<file path="src/rtl/scps_pkg.sv">
package scps_pkg;

    // Sizing
    localparam int MAX_FRAMES = 16;
    localparam int IDX_W      = $clog2(MAX_FRAMES);
    localparam int CNT_W      = IDX_W + 1;
    localparam int PIX_W      = 8;
    localparam int SUM_W      = PIX_W + IDX_W;
    localparam int SQ_W       = 2 * PIX_W + IDX_W;
    localparam int D_W        = SQ_W + CNT_W;
    localparam int RAD_W      = D_W + 8;
    localparam int RAD_W2     = RAD_W + (RAD_W % 2);
    localparam int ROOT_W     = RAD_W2 / 2;
    localparam int REM_W      = ROOT_W + 2;
    localparam int STEP_W     = $clog2(ROOT_W);
    localparam int OUT_W      = 12;
    localparam int CLIP_W     = 8;
    localparam int FC_W       = 5;
    localparam int DELTA_W    = CLIP_W + ROOT_W;
    localparam int BND_W      = DELTA_W + 2;
    localparam int CFG_IDX_W  = 2;
    localparam int OUT_DATA_W = 120;

    localparam logic [FC_W-1:0]   FC_RESET   = 5'd10;
    localparam logic [CLIP_W-1:0] CLIP_RESET = 8'd24;

    // Configuration register map
    typedef enum logic [CFG_IDX_W-1:0] {
        REG_FRAME_COUNT = 2'd0,
        REG_CLIP_FACTOR = 2'd1
    } cfg_reg_t;

    typedef enum logic {
        ALU_DIV,
        ALU_SQRT
    } alu_op_t;

    // Request into the shared shift-subtract unit
    typedef struct packed {
        logic                  start;
        alu_op_t               op;
        logic [RAD_W2-1:0]     operand;
        logic [CNT_W-1:0]      divisor;
    } alu_req_t;

    typedef enum logic [4:0] {
        ST_LOAD,
        ST_MI,
        ST_MIL,
        ST_MJA,
        ST_MJB,
        ST_MEV,
        ST_MEAN,
        ST_MEAN_W,
        ST_VAR,
        ST_SQ,
        ST_SQ_W,
        ST_SIG,
        ST_SIG_W,
        ST_DELTA,
        ST_BOUND,
        ST_CA,
        ST_CB,
        ST_KDIV,
        ST_KDIV_W,
        ST_OUT
    } state_t;

endpackage

</file>
<file path="src/rtl/scps_ram.sv">
module scps_ram #(
    parameter int WIDTH = 24,
    parameter int DEPTH = 16
) (
    input  logic                     clk,
    input  logic                     we,
    input  logic [$clog2(DEPTH)-1:0] waddr,
    input  logic [WIDTH-1:0]         wdata,
    input  logic [$clog2(DEPTH)-1:0] raddr,
    output logic [WIDTH-1:0]         rdata
);

    logic [WIDTH-1:0] mem [DEPTH];

    always_ff @(posedge clk)
    begin
        if (we)
        begin
            mem[waddr] <= wdata;
        end
        rdata <= mem[raddr];
    end

endmodule

</file>
<file path="src/rtl/scps_alu.sv">
// Shared restoring divider / digit-by-digit square root, one bit of result per cycle.
module scps_alu
    import scps_pkg::*;
(
    input  logic              clk,
    input  logic              rst_n,
    input  alu_req_t          req,
    output logic              done,
    output logic [ROOT_W-1:0] result
);

    logic              busy_reg;
    logic              done_reg;
    alu_op_t           op_reg;
    logic [STEP_W-1:0] step_reg;
    logic [RAD_W2-1:0] opnd_reg;
    logic [REM_W-1:0]  rem_reg;
    logic [ROOT_W-1:0] res_reg;
    logic [CNT_W-1:0]  div_reg;

    logic [REM_W-1:0]  trial;
    logic [REM_W-1:0]  subtrahend;
    logic [REM_W:0]    diff;
    logic              ge;
    logic [REM_W-1:0]  rem_next;
    logic [ROOT_W-1:0] res_next;
    logic [RAD_W2-1:0] opnd_next;

    // One compare-subtract step
    always_comb
    begin
        if (op_reg == ALU_SQRT)
        begin
            trial      = {rem_reg[REM_W-3:0], opnd_reg[RAD_W2-1 -: 2]};
            subtrahend = {res_reg, 2'b01};
            opnd_next  = {opnd_reg[RAD_W2-3:0], 2'b00};
        end
        else
        begin
            trial      = {rem_reg[REM_W-2:0], opnd_reg[RAD_W2-1]};
            subtrahend = REM_W'(div_reg);
            opnd_next  = {opnd_reg[RAD_W2-2:0], 1'b0};
        end
        diff     = {1'b0, trial} - {1'b0, subtrahend};
        ge       = !diff[REM_W];
        rem_next = ge ? diff[REM_W-1:0] : trial;
        res_next = {res_reg[ROOT_W-2:0], ge};
    end

    always_ff @(posedge clk or negedge rst_n)
    begin
        if (!rst_n)
        begin
            busy_reg <= 1'b0;
            done_reg <= 1'b0;
            op_reg   <= ALU_DIV;
            step_reg <= '0;
            opnd_reg <= '0;
            rem_reg  <= '0;
            res_reg  <= '0;
            div_reg  <= '0;
        end
        else
        begin
            done_reg <= 1'b0;
            if (req.start)
            begin
                busy_reg <= 1'b1;
                op_reg   <= req.op;
                step_reg <= '0;
                rem_reg  <= '0;
                res_reg  <= '0;
                div_reg  <= req.divisor;
                if (req.op == ALU_SQRT)
                begin
                    opnd_reg <= req.operand;
                end
                else
                begin
                    opnd_reg <= {req.operand[ROOT_W-1:0], {(RAD_W2-ROOT_W){1'b0}}};
                end
            end
            else if (busy_reg)
            begin
                opnd_reg <= opnd_next;
                rem_reg  <= rem_next;
                res_reg  <= res_next;
                step_reg <= step_reg + 1'b1;
                if (step_reg == STEP_W'(ROOT_W - 1))
                begin
                    busy_reg <= 1'b0;
                    done_reg <= 1'b1;
                end
            end
        end
    end

    assign done   = done_reg;
    assign result = res_reg;

endmodule

</file>
<file path="src/rtl/sigma_clipped_pixel_stacker.sv">
// Sigma-clipped stacker for one pixel position. Each request on the s_ side carries one
// RGB sample; samples load at one per cycle into a 16-entry store. The request that
// brings the frame count up to the configured number closes the pixel, and the block
// then drops s_tready while it works out per channel the mean, median, population sigma
// and the clipped mean over the frames whose three channels all lie within
// median +/- factor*sigma. In closing a pixel, the median is found by a rank pass
// through the single read port of the sample store, the keep pass reads each sample
// once, and the divisions (nine, or six when no frame is kept) and three square roots
// go one after another through one shift-subtract unit, 17 steps each. The result
// sits in an output register, so loading of the next pixel proceeds while it waits
// to be taken. Configuration writes are taken at any time and must only be issued
// while idle.
module sigma_clipped_pixel_stacker
    import scps_pkg::*;
(
    input  logic                  clk,
    input  logic                  rst_n,
    // sample_red [7:0], sample_green [15:8], sample_blue [23:16]
    input  logic                  s_tvalid,
    output logic                  s_tready,
    input  logic [23:0]           s_tdata,
    // mean_red/green/blue [35:0], median_red/green/blue [71:36],
    // clipped_red/green/blue [107:72], kept_frames [112:108], none_kept [113], zero pad
    output logic                  m_tvalid,
    input  logic                  m_tready,
    output logic [OUT_DATA_W-1:0] m_tdata,
    input  logic                  cfg_valid,
    output logic                  cfg_ready,
    input  logic [CFG_IDX_W-1:0]  cfg_index,
    input  logic [7:0]            cfg_data
);

    state_t state_reg, state_next;

    logic [FC_W-1:0]   fc_reg;
    logic [CLIP_W-1:0] clip_reg;
    logic [IDX_W-1:0]  idx_reg;
    logic [CNT_W-1:0]  cnt_reg;
    logic [SUM_W-1:0]  sum_reg [3];
    logic [SQ_W-1:0]   sq_reg [3];

    logic [CNT_W-1:0]  i_reg;
    logic [CNT_W-1:0]  j_reg;
    logic [1:0]        ch_reg;
    logic [3*PIX_W-1:0] xi_reg;
    logic [CNT_W-1:0]  less_reg [3];
    logic [CNT_W-1:0]  leq_reg [3];
    logic [PIX_W-1:0]  m1_reg [3];
    logic [PIX_W-1:0]  m2_reg [3];
    logic [OUT_W-1:0]  mean_reg [3];
    logic [OUT_W-1:0]  clipm_reg [3];
    logic [D_W-1:0]    p1_reg;
    logic [D_W-1:0]    p2_reg;
    logic [ROOT_W-1:0] root_reg;
    logic [ROOT_W-1:0] sigma_reg;
    logic [DELTA_W-1:0] delta_reg;
    logic signed [BND_W-1:0] lo_reg [3];
    logic signed [BND_W-1:0] hi_reg [3];
    logic [CNT_W-1:0]  kept_reg;
    logic [SUM_W-1:0]  ksum_reg [3];

    logic                  m_tvalid_reg;
    logic [OUT_DATA_W-1:0] m_tdata_reg;

    logic               load_acc;
    logic [CNT_W-1:0]   n_eff;
    logic [CNT_W-1:0]   idx_inc;
    logic [IDX_W-1:0]   raddr;
    logic [3*PIX_W-1:0] rdata;
    logic [OUT_W-1:0]   med_q4 [3];
    logic [CNT_W-1:0]   k2;
    logic [CNT_W-1:0]   k1;
    logic               keep_ok;
    logic               out_free;
    alu_req_t           alu_req;
    logic               alu_done;
    logic [ROOT_W-1:0]  alu_result;

    scps_ram #(
        .WIDTH(3 * PIX_W),
        .DEPTH(MAX_FRAMES)
    ) u_store (
        .clk   (clk),
        .we    (load_acc),
        .waddr (idx_reg),
        .wdata (s_tdata),
        .raddr (raddr),
        .rdata (rdata)
    );

    scps_alu u_alu (
        .clk    (clk),
        .rst_n  (rst_n),
        .req    (alu_req),
        .done   (alu_done),
        .result (alu_result)
    );

    assign s_tready  = (state_reg == ST_LOAD);
    assign load_acc  = s_tvalid && s_tready;
    assign cfg_ready = 1'b1;
    assign out_free  = !m_tvalid_reg || m_tready;
    assign idx_inc   = {1'b0, idx_reg} + 1'b1;
    assign k2        = cnt_reg >> 1;
    assign k1        = k2 - 1'b1;

    // Effective frame count: zero counts as one, large values saturate
    always_comb
    begin
        if (fc_reg == '0)
        begin
            n_eff = CNT_W'(1);
        end
        else if (fc_reg > FC_W'(MAX_FRAMES))
        begin
            n_eff = CNT_W'(MAX_FRAMES);
        end
        else
        begin
            n_eff = CNT_W'(fc_reg);
        end
    end

    // Median in Q4: middle value, or the average of the two middle values
    always_comb
    begin
        for (int c = 0; c < 3; c++)
        begin
            if (cnt_reg[0])
            begin
                med_q4[c] = {m2_reg[c], 4'b0000};
            end
            else
            begin
                med_q4[c] = {({1'b0, m1_reg[c]} + {1'b0, m2_reg[c]}), 3'b000};
            end
        end
    end

    // Frame passes when every channel is inside its bounds
    always_comb
    begin
        keep_ok = 1'b1;
        for (int c = 0; c < 3; c++)
        begin
            if (($signed(BND_W'({rdata[8*c +: 8], 8'h00})) < lo_reg[c]) ||
                ($signed(BND_W'({rdata[8*c +: 8], 8'h00})) > hi_reg[c]))
            begin
                keep_ok = 1'b0;
            end
        end
    end

    // Sequencer: next state, store read address and unit requests
    always_comb
    begin
        state_next      = state_reg;
        raddr           = i_reg[IDX_W-1:0];
        alu_req.start   = 1'b0;
        alu_req.op      = ALU_DIV;
        alu_req.operand = '0;
        alu_req.divisor = cnt_reg;
        case (state_reg)
            ST_LOAD:
            begin
                if (load_acc && (idx_inc >= n_eff))
                begin
                    state_next = ST_MI;
                end
            end
            ST_MI:
            begin
                state_next = ST_MIL;
            end
            ST_MIL:
            begin
                state_next = ST_MJA;
            end
            ST_MJA:
            begin
                raddr      = j_reg[IDX_W-1:0];
                state_next = ST_MJB;
            end
            ST_MJB:
            begin
                state_next = (j_reg + 1'b1 == cnt_reg) ? ST_MEV : ST_MJA;
            end
            ST_MEV:
            begin
                state_next = (i_reg + 1'b1 == cnt_reg) ? ST_MEAN : ST_MI;
            end
            ST_MEAN:
            begin
                alu_req.start   = 1'b1;
                alu_req.operand = RAD_W2'({sum_reg[ch_reg], 4'b0000});
                state_next      = ST_MEAN_W;
            end
            ST_MEAN_W:
            begin
                if (alu_done)
                begin
                    state_next = ST_VAR;
                end
            end
            ST_VAR:
            begin
                state_next = ST_SQ;
            end
            ST_SQ:
            begin
                alu_req.start   = 1'b1;
                alu_req.op      = ALU_SQRT;
                alu_req.operand = RAD_W2'({(p1_reg - p2_reg), 8'h00});
                state_next      = ST_SQ_W;
            end
            ST_SQ_W:
            begin
                if (alu_done)
                begin
                    state_next = ST_SIG;
                end
            end
            ST_SIG:
            begin
                alu_req.start   = 1'b1;
                alu_req.operand = RAD_W2'(root_reg);
                state_next      = ST_SIG_W;
            end
            ST_SIG_W:
            begin
                if (alu_done)
                begin
                    state_next = ST_DELTA;
                end
            end
            ST_DELTA:
            begin
                state_next = ST_BOUND;
            end
            ST_BOUND:
            begin
                state_next = (ch_reg == 2'd2) ? ST_CA : ST_MEAN;
            end
            ST_CA:
            begin
                state_next = ST_CB;
            end
            ST_CB:
            begin
                state_next = (i_reg + 1'b1 == cnt_reg) ? ST_KDIV : ST_CA;
            end
            ST_KDIV:
            begin
                if (kept_reg == '0)
                begin
                    state_next = (ch_reg == 2'd2) ? ST_OUT : ST_KDIV;
                end
                else
                begin
                    alu_req.start   = 1'b1;
                    alu_req.operand = RAD_W2'({ksum_reg[ch_reg], 4'b0000});
                    alu_req.divisor = kept_reg;
                    state_next      = ST_KDIV_W;
                end
            end
            ST_KDIV_W:
            begin
                if (alu_done)
                begin
                    state_next = (ch_reg == 2'd2) ? ST_OUT : ST_KDIV;
                end
            end
            ST_OUT:
            begin
                if (out_free)
                begin
                    state_next = ST_LOAD;
                end
            end
            default:
            begin
                state_next = ST_LOAD;
            end
        endcase
    end

    always_ff @(posedge clk or negedge rst_n)
    begin
        if (!rst_n)
        begin
            state_reg <= ST_LOAD;
        end
        else
        begin
            state_reg <= state_next;
        end
    end

    // Configuration registers
    always_ff @(posedge clk or negedge rst_n)
    begin
        if (!rst_n)
        begin
            fc_reg   <= FC_RESET;
            clip_reg <= CLIP_RESET;
        end
        else if (cfg_valid && cfg_ready)
        begin
            if (cfg_index == REG_FRAME_COUNT)
            begin
                fc_reg <= cfg_data[FC_W-1:0];
            end
            else if (cfg_index == REG_CLIP_FACTOR)
            begin
                clip_reg <= cfg_data;
            end
        end
    end

    // Load-side control and running sums
    always_ff @(posedge clk or negedge rst_n)
    begin
        if (!rst_n)
        begin
            idx_reg <= '0;
            cnt_reg <= CNT_W'(1);
            for (int c = 0; c < 3; c++)
            begin
                sum_reg[c] <= '0;
                sq_reg[c]  <= '0;
            end
        end
        else if (load_acc)
        begin
            for (int c = 0; c < 3; c++)
            begin
                sum_reg[c] <= sum_reg[c] + SUM_W'(s_tdata[8*c +: 8]);
                sq_reg[c]  <= sq_reg[c] + SQ_W'({8'h00, s_tdata[8*c +: 8]} *
                                                {8'h00, s_tdata[8*c +: 8]});
            end
            if (idx_inc >= n_eff)
            begin
                idx_reg <= '0;
                cnt_reg <= idx_inc;
            end
            else
            begin
                idx_reg <= idx_inc[IDX_W-1:0];
            end
        end
        else if ((state_reg == ST_OUT) && out_free)
        begin
            for (int c = 0; c < 3; c++)
            begin
                sum_reg[c] <= '0;
                sq_reg[c]  <= '0;
            end
        end
    end

    // Working registers of the closing sequence
    always_ff @(posedge clk)
    begin
        case (state_reg)
            ST_LOAD:
            begin
                i_reg  <= '0;
                ch_reg <= '0;
            end
            ST_MIL:
            begin
                xi_reg <= rdata;
                j_reg  <= '0;
                for (int c = 0; c < 3; c++)
                begin
                    less_reg[c] <= '0;
                    leq_reg[c]  <= '0;
                end
            end
            ST_MJB:
            begin
                j_reg <= j_reg + 1'b1;
                for (int c = 0; c < 3; c++)
                begin
                    if (rdata[8*c +: 8] < xi_reg[8*c +: 8])
                    begin
                        less_reg[c] <= less_reg[c] + 1'b1;
                    end
                    if (rdata[8*c +: 8] <= xi_reg[8*c +: 8])
                    begin
                        leq_reg[c] <= leq_reg[c] + 1'b1;
                    end
                end
            end
            ST_MEV:
            begin
                // xi holds rank k when less <= k < leq
                for (int c = 0; c < 3; c++)
                begin
                    if ((less_reg[c] <= k2) && (k2 < leq_reg[c]))
                    begin
                        m2_reg[c] <= xi_reg[8*c +: 8];
                    end
                    if (!cnt_reg[0] && (less_reg[c] <= k1) && (k1 < leq_reg[c]))
                    begin
                        m1_reg[c] <= xi_reg[8*c +: 8];
                    end
                end
                i_reg <= (i_reg + 1'b1 == cnt_reg) ? '0 : i_reg + 1'b1;
            end
            ST_MEAN_W:
            begin
                if (alu_done)
                begin
                    mean_reg[ch_reg] <= alu_result[OUT_W-1:0];
                end
            end
            ST_VAR:
            begin
                p1_reg <= D_W'(cnt_reg) * D_W'(sq_reg[ch_reg]);
                p2_reg <= D_W'(sum_reg[ch_reg]) * D_W'(sum_reg[ch_reg]);
            end
            ST_SQ_W:
            begin
                if (alu_done)
                begin
                    root_reg <= alu_result;
                end
            end
            ST_SIG_W:
            begin
                if (alu_done)
                begin
                    sigma_reg <= alu_result;
                end
            end
            ST_DELTA:
            begin
                delta_reg <= clip_reg * sigma_reg;
            end
            ST_BOUND:
            begin
                lo_reg[ch_reg] <= BND_W'({med_q4[ch_reg], 4'b0000}) - BND_W'(delta_reg);
                hi_reg[ch_reg] <= BND_W'({med_q4[ch_reg], 4'b0000}) + BND_W'(delta_reg);
                ch_reg         <= (ch_reg == 2'd2) ? 2'd0 : ch_reg + 1'b1;
                i_reg          <= '0;
                kept_reg       <= '0;
                for (int c = 0; c < 3; c++)
                begin
                    ksum_reg[c] <= '0;
                end
            end
            ST_CB:
            begin
                if (keep_ok)
                begin
                    kept_reg <= kept_reg + 1'b1;
                    for (int c = 0; c < 3; c++)
                    begin
                        ksum_reg[c] <= ksum_reg[c] + SUM_W'(rdata[8*c +: 8]);
                    end
                end
                i_reg <= i_reg + 1'b1;
            end
            ST_KDIV:
            begin
                if (kept_reg == '0)
                begin
                    clipm_reg[ch_reg] <= '0;
                    ch_reg            <= ch_reg + 1'b1;
                end
            end
            ST_KDIV_W:
            begin
                if (alu_done)
                begin
                    clipm_reg[ch_reg] <= alu_result[OUT_W-1:0];
                    ch_reg            <= ch_reg + 1'b1;
                end
            end
            default:
            begin
            end
        endcase
    end

    // Output register
    always_ff @(posedge clk or negedge rst_n)
    begin
        if (!rst_n)
        begin
            m_tvalid_reg <= 1'b0;
        end
        else if ((state_reg == ST_OUT) && out_free)
        begin
            m_tvalid_reg <= 1'b1;
        end
        else if (m_tready)
        begin
            m_tvalid_reg <= 1'b0;
        end
    end

    always_ff @(posedge clk)
    begin
        if ((state_reg == ST_OUT) && out_free)
        begin
            m_tdata_reg <= {6'b0, (kept_reg == '0), kept_reg[4:0],
                            clipm_reg[2], clipm_reg[1], clipm_reg[0],
                            med_q4[2], med_q4[1], med_q4[0],
                            mean_reg[2], mean_reg[1], mean_reg[0]};
        end
    end

    assign m_tvalid = m_tvalid_reg;
    assign m_tdata  = m_tdata_reg;

endmodule

</file>
<file path="config.mk">
export PLATFORM = sky130hd
export DESIGN_NAME = sigma_clipped_pixel_stacker
export DESIGN_NICKNAME = d
export VERILOG_FILES = /design/src/rtl/scps_pkg.sv /design/src/rtl/scps_ram.sv /design/src/rtl/scps_alu.sv /design/src/rtl/sigma_clipped_pixel_stacker.sv
export SDC_FILE = /design/constraint.sdc
export NUM_CORES = 2
export LEC_CHECK = 0
export ABC_AREA = 0
export BUFFER_PORTS_ARGS = -buffer_cell sky130_fd_sc_hd__clkbuf_2
export CAP_MARGIN = 25
export CORE_MARGIN = 2
export CORE_UTILIZATION = 30
export DETAILED_ROUTE_END_ITERATION = 8
export PLACE_DENSITY_LB_ADDON = 0.1
export SLEW_MARGIN = 20
export SYNTH_ARGS = -nofsm -noshare
export SYNTH_HDL_FRONTEND = slang
export SYNTH_SLANG_ARGS = --single-unit
export TNS_END_PERCENT = 5
</file>
<file path="constraint.sdc">
create_clock -name clk -period 20.9 [get_ports clk]
set_input_delay 3.135 -clock clk [delete_from_list [all_inputs] [get_ports clk]]
set_output_delay 3.135 -clock clk [all_outputs]
set_load 0.02 [all_outputs]
</file>
==> results.py <==
metrics = {
    "route": {
        "wl_per_cell_um": 22.01,
        "drt_iter0_markers": 2797,
        "via_count": 45360,
        "dr.pass1.iters": 7,
        "antenna_left": 0,
        "viasPerCell": 4.805,
        "drc": 0,
        "finalWirelength_um": 207800,
    },
    "critical_path": {
        "cpLargestDelayFamily": "adder cells",
        "cpMaxStageDelayCell": "edfxtp_1",
        "crit_buf_inv": 9,
        "r2r_end": "p2_reg[23]",
        "required_ns": 21.42,
        "cp-end-kind": "flip-flop",
        "cp_common_cell": "inv_1",
        "reg2reg_from": "ch_reg[1]",
        "r2r_cells": 27,
        "path_depth": 27,
        "cp-start-kind": "flip-flop",
        "crit_arrival_ns": 8.56,
        "reg2reg_slack_ns": 12.86,
        "slowest_delay_ns": 0.61,
        "path_max_fanout": 33,
        "worst-setup-path-type": "reg -> reg",
    },
    "yosys": {
        "ys_seq_elements": 1208,
        "syn_inst": 5955,
        "synth_ff_type": "edfxtp_1",
        "syn_area_per_cell_um2": 12.06,
        "ys.warnings.count": 0,
        "synth_edf_count": 976,
        "ys_seq_area_share_pct": 48.71,
        "async_reset_ff_share_pct": 17.05,
        "syn_area_um2": 71840,
        "yosysUniqueCellTypes": 84,
    },
    "die": {
        "design.core.area_um2": 238100,
        "dieArea_um2": 243400,
        "start_util_pct": 30.17,
        "num_rows": 179,
        "die_x_um": 493.3,
        "io_pins": 162,
        "die_h_um": 493.3,
    },
    "place": {
        "dp_hpwl_um": 146500,
        "gp_congestion": 0.8098,
        "port_buffers": 145,
        "placedCellCount": 9174,
    },
    "global_route": {
        "antenna_found_initial": 16,
        "busiest_layer": "met2",
        "grt_max_degree": 113,
        "grt_pass1_wl_um": 311400,
        "grt.met2_usage_pct": 28.35,
        "met1_usage_pct": 23.90,
        "grt.met3_usage_pct": 2.269,
        "overflow": 0,
        "grtUsageTotal_pct": 17.14,
        "grt_pass1_vias": 46790,
    },
    "pwr": {
        "swShare_pct": 43.13,
        "p_seq_share_pct": 27.9,
        "power_frac_clock_pct": 19.5,
        "pwr_density_cell_nw_per_um2": 159.2,
        "internal_power_mw": 7.372,
        "pwr-share-comb_pct": 52.6,
        "switchingPower_mw": 5.592,
        "max-vdd-ir-drop_v": 0.0001030,
        "finalPower_mw": 12.96,
        "p_leak_nw": 33.26,
    },
    "finish": {
        "area_delta_synth_final_pct": 13.37,
        "fill_cells": 23750,
        "final-instance-count-excl-fill": 9440,
        "largest_reg_flops": 384,
        "nets": 7089,
        "final_cell_mix": "edfxtp_1 (976), inv_1 (658), ha_1 (540)",
        "drive_gt1_share_pct": 10.99,
        "layout_commonest_cell": "edfxtp_1",
    },
    "timing": {
        "fin_hold_ws_ns": 0.4156,
        "clock.fmax_ghz": 0.1244,
        "drv_slew": 0,
        "slew_headroom_pct": 25.88,
        "hold_viol": 0,
        "setup_violations": 0,
        "rsz0062_at_grt": "no",
        "worst_pin_slew_ns": 1.100,
        "setup_tns_ns": 0,
        "fin_skew_ns": 0.04906,
        "fin_crit_sh_pct": 38.46,
        "fin_crit_ns": 8.037,
    },
    "clock_tree": {
        "clock_path_buffers": 3,
        "cts_max_level": 4,
        "cts_buffers": 148,
        "cts.clk_slew.worst_paths_ns": 0.06,
        "hold_buffers": 0,
        "post_cts_buffers": 0,
        "cts_tree": "yes",
        "clock_sinks": 1208,
        "clk_latency_ns": 0.80,
        "cts_root_buf": "clkbuf_16",
        "post_cts_resized": 0,
    },
    "min_path": {
        "hold_class": "reg -> reg",
        "hold_end": "m_tdata[2]",
        "min_path_cells": 0,
        "min-delay-start": "mean_reg[0][2]",
    },
    "outcome": {
        "outcome": "finished clean",
    },
    "flow_run": {
        "drv_cap": 0,
    },
}
[cell usage after synthesis, types with 19 or more instances]
cell type  instances  area share [%]
and2_1           221             1.9
a21o_1            67            0.70
nand2b_1          51            0.44
mux4_2            96             3.0
dfxtp_1           26            0.72
and3_1            27            0.24
o21a_1            37            0.39
a211oi_1          57            0.60
buf_4             19            0.20
nand3_1           74            0.52
xor2_1            87             1.1
fa_1             352             9.8
a22o_1            23            0.28
nor2_1           361             1.9
clkbuf_1         146            0.76
o21bai_1          41            0.43
o21ai_0          226             1.6
o22ai_1           32            0.28
nor2b_1           71            0.62
dfrtp_1          201             7.0
xnor2_1          190             2.3
inv_1            659             3.4
nor4_1            27            0.24
nand2_1          474             2.5
edfxtp_1         976              41
mux2_2            43            0.67
mux2i_1          141             2.0
or3_1             29            0.25
ha_1             540             9.4
nor3_1            69            0.48
a31oi_1           49            0.43
a21oi_1          249             1.7
[power groups by stage]
stage          clock (mW)  combinational [mW]  sequential, mW
2_1_floorplan           0                5.06            3.40
3_3_place_gp            0                6.92            3.69
3_5_place_dp            0                6.91            3.69
4_1_cts              2.61                6.97            3.64
5_1_grt              2.70                7.79            3.68
6_report             2.52                6.82            3.62
[worst reg2reg max path, cell delays in order (launching register included)]
cell and delay, ns:
edfxtp_1 0.61, buf_4 0.28, buf_4 0.56, mux2i_1 0.48
nor2_1 0.08, a21oi_1 0.15, buf_4 0.28, inv_1 0.23
nand2_1 0.15, inv_1 0.07, fa_1 0.48, inv_1 0.06
fa_1 0.54, inv_1 0.06, fa_1 0.51, fa_1 0.54
inv_1 0.05, fa_1 0.52, inv_1 0.04, ha_1 0.33
nand3_1 0.14, a211oi_1 0.49, nor3_1 0.17, o31a_1 0.30
nor3_1 0.30, a21o_1 0.16, a21oi_1 0.07, xnor2_1 0.12
[cell type report]
cell class,instances,area [um^2],share of cell area [%]
Multi-Input combinational cell,3895,33740,41.44
Tap cell,3167,3963,4.866
Antenna cell,2,5.005,0.006145
Clock buffer,193,3964,4.867
Inverter,663,2491,3.059
Clock inverter,70,780.7,0.9587
Timing Repair Buffer,242,1494,1.834
Sequential cell,1208,35000,42.97
[how the worst max path moves through the flow]
stage	start	to	slack (ns)
3_3_place_gp	s_tdata[17]	sq_reg[16]	12.44
3_5_place_dp	s_tdata[17]	sq_reg[16]	12.42
2_1_floorplan	s_tdata[17]	sq_reg[16]	13.39
5_1_grt	ch_reg[1]	p2_reg[23]	12.47
4_1_cts	ch_reg[1]	p2_reg[23]	12.82
6_report	ch_reg[1]	p2_reg[23]	12.86
[metal layers]
| layer | vias up | part of all wire [%] |
|---|---|---|
| met2 | 826 | 47 |
| met5 | - | 0.014 |
| met4 | 4 | 1.8 |
| li1 | 21330 | - |
| met1 | 23000 | 47 |
| met3 | 201 | 3.8 |
[stage by stage]
step / instance area (um^2) / utilization [%] / worst slack (ns)
3_5_place_dp: 76680 / 32.21 / 12.42
5_1_grt: 81440 / 34.21 / 12.47
4_1_cts: 81430 / 34.20 / 12.82
3_3_place_gp: 76620 / 32.18 / 12.44
6_report: 81440 / 34.21 / 12.86
2_1_floorplan: 71890 / - / 13.39
[cells by family after synthesis]
logic type | after synthesis | synth area share (%)
AOI/OAI and AO/OA | 941 | 8.310
buffers and inverters | 866 | 4.698
xor gates and xnor gates | 277 | 3.377
muxes | 281 | 5.668
DFF | 1208 | 48.71
and+or+nand+nor | 1488 | 10.01
adders and majority gates | 892 | 19.22
other | 2 | 0.01045
Note: power is estimated with default switching activity, not from simulation.
